===== config.mk =====
export PLATFORM = sky130hd
export DESIGN_NAME = sensor_frame_checksum_parser
export DESIGN_NICKNAME = d
export VERILOG_FILES = /design/src/rtl/sfcp_pkg.sv /design/src/rtl/sfcp_parser.sv /design/src/rtl/sfcp_out_buf.sv /design/src/rtl/sensor_frame_checksum_parser.sv
export SDC_FILE = /design/constraint.sdc
export NUM_CORES = 1
export LEC_CHECK = 0
export BUFFER_PORTS_ARGS = -buffer_cell sky130_fd_sc_hd__buf_2
export CAP_MARGIN = 25
export CORE_MARGIN = 2
export CORE_UTILIZATION = 58
export DETAILED_ROUTE_END_ITERATION = 10
export PLACE_DENSITY = 0.79
export SLEW_MARGIN = 30
export SYNTH_ARGS = -nofsm -noshare
export SYNTH_HDL_FRONTEND = slang
export SYNTH_SLANG_ARGS = --single-unit

===== constraint.sdc =====
create_clock -name aclk -period 3.9 [get_ports aclk]
set_input_delay 0.195 -clock aclk [delete_from_list [all_inputs] [get_ports aclk]]
set_output_delay 0.195 -clock aclk [all_outputs]
set_load 0.01 [all_outputs]

===== src/rtl/sfcp_pkg.sv =====
// ----------------------------------------------------------------------------
// sfcp_pkg
// Types and constants for the sensor frame checksum parser.
// ----------------------------------------------------------------------------
`default_nettype none

package sfcp_pkg;

    localparam int SAMPLE_DEPTH = 1024;
    localparam int COUNT_W      = $clog2(SAMPLE_DEPTH + 1);
    localparam int INDEX_W      = 10;

    localparam logic [7:0]         HDR_BYTE   = 8'h5A;
    localparam logic [2:0]         FIRST_POS  = 3'd0;
    localparam logic [2:0]         SECOND_POS = 3'd1;
    localparam logic [2:0]         HIGH_POS   = 3'd4;
    localparam logic [2:0]         LOW_POS    = 3'd5;
    localparam logic [2:0]         CHECK_POS  = 3'd7;
    localparam logic [COUNT_W-1:0] COUNT_MAX  = COUNT_W'(SAMPLE_DEPTH);
    localparam logic [INDEX_W-1:0] SAT_INDEX  = INDEX_W'(SAMPLE_DEPTH - 1);

    typedef enum logic [1:0] {
        OP_BYTE  = 2'd0,
        OP_START = 2'd1,
        OP_STOP  = 2'd2,
        OP_RESET = 2'd3
    } opcode_t;

    typedef struct packed {
        opcode_t    opcode;
        logic [7:0] rx_byte;
    } in_item_t;

    typedef struct packed {
        logic [15:0]        distance;
        logic [INDEX_W-1:0] sample_index;
        logic               overflow;
    } out_item_t;

endpackage

`default_nettype wire


===== src/rtl/sfcp_parser.sv =====
// ----------------------------------------------------------------------------
// sfcp_parser
// Frame state, running checksum and sample counter; one request per cycle.
// ----------------------------------------------------------------------------
`default_nettype none

module sfcp_parser import sfcp_pkg::*; (
    input  wire logic      aclk,
    input  wire logic      aresetn,
    input  wire logic      in_accept,
    input  wire in_item_t  in_item,
    output logic           res_valid,
    output out_item_t      res_item
);

    logic               enable_reg,  enable_next;
    logic [2:0]         pos_reg,     pos_next;
    logic [7:0]         sum_reg,     sum_next;
    logic [7:0]         high_reg,    high_next;
    logic [7:0]         low_reg,     low_next;
    logic [COUNT_W-1:0] count_reg,   count_next;

    logic [7:0] b;
    logic       full;

    assign b    = in_item.rx_byte;
    assign full = (count_reg >= COUNT_MAX);

    always_comb begin
        enable_next = enable_reg;
        pos_next    = pos_reg;
        sum_next    = sum_reg;
        high_next   = high_reg;
        low_next    = low_reg;
        count_next  = count_reg;
        res_valid   = 1'b0;
        res_item.distance     = {high_reg, low_reg};
        res_item.sample_index = full ? SAT_INDEX : INDEX_W'(count_reg);
        res_item.overflow     = full;
        if (in_accept) begin
            unique case (in_item.opcode)
                OP_START: begin
                    enable_next = 1'b1;
                    count_next  = '0;
                end
                OP_STOP: begin
                    enable_next = 1'b0;
                end
                OP_RESET: begin
                    enable_next = 1'b0;
                    count_next  = '0;
                end
                OP_BYTE: begin
                    if (enable_reg) begin
                        priority if (pos_reg == FIRST_POS) begin
                            if (b == HDR_BYTE) begin
                                sum_next = b;
                                pos_next = SECOND_POS;
                            end
                        end else if (pos_reg == SECOND_POS && b != HDR_BYTE) begin
                            pos_next = FIRST_POS;
                        end else if (pos_reg != CHECK_POS) begin
                            if (pos_reg == HIGH_POS) high_next = b;
                            if (pos_reg == LOW_POS)  low_next  = b;
                            sum_next = sum_reg + b;
                            pos_next = pos_reg + 3'd1;
                        end else begin
                            pos_next = FIRST_POS;
                            if (b == sum_reg) begin
                                res_valid = 1'b1;
                                if (!full) count_next = count_reg + COUNT_W'(1);
                            end
                        end
                    end
                end
                default: ;
            endcase
        end
    end

    always_ff @(posedge aclk) begin
        if (!aresetn) begin
            enable_reg <= 1'b0;
            pos_reg    <= '0;
            sum_reg    <= '0;
            high_reg   <= '0;
            low_reg    <= '0;
            count_reg  <= '0;
        end else begin
            enable_reg <= enable_next;
            pos_reg    <= pos_next;
            sum_reg    <= sum_next;
            high_reg   <= high_next;
            low_reg    <= low_next;
            count_reg  <= count_next;
        end
    end

endmodule

`default_nettype wire


===== src/rtl/sfcp_out_buf.sv =====
// ----------------------------------------------------------------------------
// sfcp_out_buf
// Result register with a skid entry; ready toward the input is registered.
// ----------------------------------------------------------------------------
`default_nettype none

module sfcp_out_buf import sfcp_pkg::*; (
    input  wire logic      aclk,
    input  wire logic      aresetn,
    input  wire logic      in_valid,
    input  wire out_item_t in_item,
    output logic           in_ready,
    output logic           m_valid,
    input  wire logic      m_ready,
    output out_item_t      m_data
);

    logic      main_valid_reg, main_valid_next;
    logic      skid_valid_reg, skid_valid_next;
    out_item_t main_reg,       main_next;
    out_item_t skid_reg,       skid_next;
    logic      push;

    assign in_ready = !skid_valid_reg;
    assign push     = in_valid && in_ready;
    assign m_valid  = main_valid_reg;
    assign m_data   = main_reg;

    always_comb begin
        main_valid_next = main_valid_reg;
        skid_valid_next = skid_valid_reg;
        main_next       = main_reg;
        skid_next       = skid_reg;
        if (m_ready || !main_valid_reg) begin
            if (skid_valid_reg) begin
                main_valid_next = 1'b1;
                main_next       = skid_reg;
                skid_valid_next = 1'b0;
            end else begin
                main_valid_next = push;
                main_next       = in_item;
            end
        end else if (push) begin
            skid_valid_next = 1'b1;
            skid_next       = in_item;
        end
    end

    always_ff @(posedge aclk) begin
        if (!aresetn) begin
            main_valid_reg <= 1'b0;
            skid_valid_reg <= 1'b0;
        end else begin
            main_valid_reg <= main_valid_next;
            skid_valid_reg <= skid_valid_next;
        end
        main_reg <= main_next;
        skid_reg <= skid_next;
    end

endmodule

`default_nettype wire


===== src/rtl/sensor_frame_checksum_parser.sv =====
// ----------------------------------------------------------------------------
// sensor_frame_checksum_parser
// Parses 8-byte sensor frames with double header and sum checksum.
// ----------------------------------------------------------------------------
// Throughput: one request per cycle while s_ready is high; the running
// checksum settles each byte in the cycle it is accepted, and a skid entry
// absorbs one stalled result. A result is registered before m_valid shows it.
// Reset: synchronous active-low aresetn disables reception and clears frame
// position, checksum, distance bytes, sample count and the result buffer.
// ----------------------------------------------------------------------------
`default_nettype none

module sensor_frame_checksum_parser import sfcp_pkg::*; (
    input  wire logic      aclk,
    input  wire logic      aresetn,
    input  wire logic      s_valid,
    output logic           s_ready,
    input  wire in_item_t  s_data,
    output logic           m_valid,
    input  wire logic      m_ready,
    output out_item_t      m_data
);

    logic      accept;
    logic      res_valid;
    out_item_t res_item;

    assign accept = s_valid && s_ready;

    sfcp_parser u_parser (
        .aclk      (aclk),
        .aresetn   (aresetn),
        .in_accept (accept),
        .in_item   (s_data),
        .res_valid (res_valid),
        .res_item  (res_item)
    );

    sfcp_out_buf u_out_buf (
        .aclk     (aclk),
        .aresetn  (aresetn),
        .in_valid (res_valid),
        .in_item  (res_item),
        .in_ready (s_ready),
        .m_valid  (m_valid),
        .m_ready  (m_ready),
        .m_data   (m_data)
    );

endmodule

`default_nettype wire

### Yosys cells after proc, flatten, opt, wreduce, memory -nomap -nowiden

Index checks and enable logic that the tools add are counted.

| word-level totals | value |
|---|---|
| register bits | 95 |

| operators by class | value |
|---|---|
| add/subtract/negate cells | 3 |
| $lt $le $gt $ge | 1 |
| eq/ne operators | 18 |
| multiplexer cells | 26 |
| bitwise operators | 4 |
| reductions and logical operators | 21 |

Operator list:

| operator | number |
|---|---|
| $mux W11 | 6 |
| $mux W8 | 4 |
| $mux W27 | 1 |
| $pmux W11 S2 | 1 |
| $reduce_and A7 Y1 | 2 |
| $mux W3 | 4 |
| $add A11 B1 Y11 const B | 1 |
| $ge A11 B11 Y1 const B | 1 |
| $mux W10 | 1 |
| $ne A2 B2 Y1 const B | 5 |
| $add A8 B8 Y8 | 1 |
| $eq A8 B7 Y1 const B | 1 |
| $eq A8 B8 Y1 | 1 |
| $mux W1 | 8 |
| $ne A8 B7 Y1 const B | 1 |
| $reduce_and A8 Y1 | 1 |
| $eq A3 B3 Y1 const B | 2 |
| $ne A2 B1 Y1 const B | 3 |
| $reduce_and A6 Y1 | 1 |
| $reduce_bool A2 Y1 | 3 |
| $reduce_or A2 Y1 | 3 |
| $eq A2 B2 Y1 const B | 2 |
| $not A1 Y1 | 4 |
| $reduce_and A2 Y1 | 2 |
| other kinds (11) | 14 |

### Logic depth before layout (Yosys ltp)

| depth | value |
|---|---|
| word-level depth | 10 |
| mapped depth | 9 |
| mapped depth without buffers | 8 |

### By module

From an unflattened synthesis, not the netlist that was laid out.

| unflattened totals | value |
|---|---|
| cell total of the unflattened synthesis | 384 |
| area total of the unflattened synthesis | 4,370.4 µm² |

Modules (own cells, without submodules):

| module | instances | cells an instance | area each (µm²) | seq. area each (µm²) |
|---|---|---|---|---|
| sfcp_parser | 1 | 291 | 2,321.0 | 780.7 |
| sfcp_out_buf | 1 | 92 | 2,043.2 | 1,661.6 |
| sensor_frame_checksum_parser | 1 | 1 | 6.3 | 0.0 |

### Worst setup path after synthesis

No wires, ideal clock.

| timing | value |
|---|---|
| path kind | reg2reg |
| start | register u_parser.sum_reg[5] |
| end | register u_out_buf.skid_reg[0] (netlist name), enable pin |
| library setup time | 445 ps |
| data arrival time | 3,187 ps |
| slack | 268 ps |
| cell stages (with the launch flop) | 7 |
| path buffers | 0 |
| clock period less this slack | 3,632 ps |
| cells stage by stage | dfxtp_1 -> ha_1 -> nor4_1 -> nand2_1 -> nor3_1 -> nand2_1 -> nor3_1 |

| between the ends | value |
|---|---|
| word-level cells in the longest chain between the ends | 10 |

RTL lines:

| what | line | RTL |
|---|---|---|
| from (decl) | sfcp_parser.sv:18 | `logic [7:0] sum_reg, sum_next;` |
| from (signal assigned) | sfcp_parser.sv:92 | `sum_reg <= sum_next;` |
| $eq A8 B8 Y1 | sfcp_parser.sv:69 | `if (b == sum_reg) begin` |
| $mux W1 | sfcp_parser.sv:69 |  |
| $mux W1 | sfcp_parser.sv:62 | `end else if (pos_reg != CHECK_POS) begin` |
| $mux W1 | sfcp_parser.sv:60 | `end else if (pos_reg == SECOND_POS && b != HDR_BYTE) begin` |
| $mux W1 | sfcp_parser.sv:55 | `priority if (pos_reg == FIRST_POS) begin` |
| $mux W1 | sfcp_parser.sv:54 | `if (enable_reg) begin` |
| $mux W1 | sfcp_parser.sv:41 | `unique case (in_item.opcode)` |
| $mux W1 | sfcp_parser.sv:40 | `if (in_accept) begin` |
| $logic_and A1 B1 Y1 | sfcp_out_buf.sv:25 | `assign push = in_valid && in_ready;` |
| $reduce_and A2 Y1 (no source line) | -- |  |
| to (signal assigned) | sfcp_out_buf.sv:58 | `skid_reg <= skid_next;` |
| to (decl) | sfcp_out_buf.sv:21 | `out_item_t skid_reg, skid_next;` |

No other way between the ends.
A chain may end at the register's enable or synchronous reset.

### Final worst setup path

| timing | value |
|---|---|
| start | register u_parser.pos_reg[0] |
| end | register u_parser.count_reg[0] |

| between the ends | value |
|---|---|
| word-level cells in the longest chain between the ends | 4 |
| elaborated cells on any way between the ends | 8 |
| classes of those cells | eq/ne (5); reduce/logical (3) |

RTL lines:

| what | line | RTL |
|---|---|---|
| from (decl) | sfcp_parser.sv:17 | `logic [2:0] pos_reg, pos_next;` |
| from (signal assigned) | sfcp_parser.sv:91 | `pos_reg <= pos_next;` |
| $eq A3 B1 Y1 | sfcp_parser.sv:60 |  |
| $logic_and A1 B1 Y1 | sfcp_parser.sv:60 |  |
| $ne A2 B2 Y1 (no source line) | -- |  |
| $reduce_and A8 Y1 (no source line) (*) | -- |  |
| to (signal assigned) | sfcp_parser.sv:95 | `count_reg <= count_next;` |
| to (decl) | sfcp_parser.sv:21 | `logic [COUNT_W-1:0] count_reg, count_next;` |

Every way passes the cells marked *; elsewhere a longest branch is shown, timed or not.

==> results.yml <==
worst_setup_path:
  worstSetupStartpointType: "flop"
  arrival_ps: 2730
  crit_slowest_cell: "nor4_4"
  max_stage_delay_ps: 420
  crit_buf_inv: 1
  path_cells: "inv_1 > ha_1 > nand2b_1 > nand4_1 > nor4_4 > a21oi_2 > or4_1 > a21oi_1"
  required_ps: 4180
  path_max_fanout: 13
  end_kind: "flop"
  cp_top_family: "simple AND/OR/NAND/NOR gates"
  setup.worst_path.class: "reg2reg"
sta:
  setup_slack_ps: 1440
  rsz0062_at_grt: "no"
  finalCritPeriodShare_pct: 63.0
  tns_ps: 0
  maxSlewHeadroom_pct: 49.1
  max_freq_mhz: 407
  slew_viol_final: 0
  tightest_slew_ps: 759
  fin_worst_skew_ps: 9.81
  setup_violations: 0
  hold_viol_final: 0
  period_minus_slack_ps: 2460
final_layout:
  drive_above_1_share_pct: 27.0
  n_antenna_cell: 0
  layout.nets: 416
  regArea_um2: 2440
  utilization_pct: 67.9
  fillCellCount: 523
  multi_input_area_um2: 1590
  finalNonFillerCells: 489
  syn_to_final_growth_pct: 12.8
die:
  die_w_um: 88.2
  io_pins: 43
  start_util_pct: 60.2
  core-area_um2: 6830
  die_area_um2: 7780
  die_h_um: 88.2
  core.rowCount: 30
global_routing:
  antenna_found_initial: 0
  grt_pass1_wl_um: 12800
  first_global_vias: 2625
  track_usage_pct: 21.9
  grt_max_degree: 29
  overflow: 0
synth:
  synth_common_cells: "edfxtp_1 (54), dfxtp_1 (41), nor2_1 (32), mux2_2 (28), nand2_1 (26)"
  synthTopCellsByArea: "edfxtp_1 (39%), dfxtp_1 (20%), mux2_2 (7.7%)"
  synth.most_common_cell: "edfxtp_1"
  synth_seq_area_share_pct: 59.4
  synth_cell_types: 44
  syn_nets: 373
  syn-cell-area_um2: 4110
  synth_top_cell_area_share_pct: 39.5
  synth_top_cell_by_area: "edfxtp_1"
  ys.flop_type: "edfxtp_1"
  synth_area_per_cell_um2: 11.9
  synth_edf_count: 54
  ys_ff_latch: 95
  synthCells: 345
  ys_async_sr_fraction_pct: 0
  yosysWarnings: 0
job:
  maxCapViolations: 0
placement:
  pre_cts_slack_ps: 1520
  portBuffers: 42
  gp_congestion: 0.880
  numPlacedInstances: 473
  hpwl_um: 5360
min_path:
  hp-class: "in2reg"
routing:
  routedWlPerCell_um: 16.0
  wl_um: 7800
  viasPerCell: 5.53
  drtAntennaViolNets: 0
  route.detailed.drc: 0
  drt_iter0_markers: 138
  dr.pass1.iters: 4
  vias: 2703
clock_tree:
  cts_made_buffers: 9
  htreeDepth: 3
  post-cts-setup-buffers: 0
  cts_tree: "yes"
  cts_root_buffer: "clkbuf_8"
  cts_num_sinks: 95
  hold_buffers: 0
  worstSkewPairLatency_ps: 360
  clock_path_buffers: 2
  cts_resized: 0
  path_clk_slew_ps: 90
power:
  leakage_nw: 1.99
  power_mw: 1.80
  vdd_drop_max_uv: 176
  p_per_area_nw_per_um2: 389
outcome:
  status: "complete, no violations"
-- area by class of cell --
class | instances | area share [%]
clock buffers | 10 | 2.75
inverters | 11 | 0.890
repair buffers | 44 | 4.86
well taps | 96 | 2.59
clock inverters | 6 | 2.00
multi-input cells | 227 | 34.2
flip-flops and latches | 95 | 52.7
-- power breakdown --
| group | total (mW) | leakage [nW] | internal, mW | switching (mW) |
|---|---|---|---|---|
| registers | 1.05 | 0.972 | 1.05 | 0.000766 |
| logic | 0.0439 | 0.914 | 0.0150 | 0.0290 |
| clock network | 0.713 | 0.104 | 0.366 | 0.347 |
-- cell families (layout without fill, tap and decap cells) --
group                      Yosys count  after routing  synth area share, %
and+or+nand+nor                    118            118                 14.5
DFF                                 95             95                 59.4
xor gates and xnor gates            13             13                 2.77
muxes                               37             37                 9.86
AOI/OAI and AO/OA                   45             45                 6.88
buffers and inverters               23             71                 2.10
adders and majority gates           14             14                 4.44
-- routing by layer --
metal / vias up / GRT usage, % / wire length, um
li1: 1330 / - / -
met1: 1298 / 29.9 / 3680
met2: 64 / 34.2 / 3710
met3: 11 / 5.00 / 290
met4: 0 / 8.26 / 125
met5: - / 0 / 0
-- through the flow --
step / hold slack [ps] / instance area, um^2
CTS: 75.4 / 4640
detailed placement: 443 / 4420
global placement: 440 / 4420
finish: 81.0 / 4640
floorplan: 292 / 4110
global route: 94.7 / 4640
-- worst register-to-register path: stages (launching register included) --
cell and delay [ps]:
dfxtp_1 390, inv_1 80, ha_1 360, nand2b_1 270
nand4_1 190, nor4_4 420, a21oi_2 100, or4_1 420
a21oi_1 160
-- cell usage in the layout, fill, tap and decap left out, drive strengths merged, types with 5 or more instances in the layout --
| cell | n |
|---|---|
| mux2 | 28 |
| dfxtp | 41 |
| a21oi | 22 |
| xor2 | 9 |
| or2 | 10 |
| clkbuf | 10 |
| mux2i | 9 |
| nand2 | 26 |
| inv | 12 |
| buf | 44 |
| nor3 | 6 |
| nand2b | 5 |
| nor2 | 32 |
| o21ai | 6 |
| edfxtp | 54 |
| nand3 | 19 |
| ha | 13 |
-- final timing paths --
path	from	to	slack, ps	depth (start not counted)
min	s_data[9]	u_parser.enable_reg	80	2
max reg2reg	u_parser.pos_reg[0]	u_parser.count_reg[0]	1440	8
max	u_parser.pos_reg[0]	u_parser.count_reg[0]	1440	8
min reg2reg	u_parser.low_reg[1]	u_out_buf.skid_reg[12]	480	0
Power figures use the tool's default switching activity.
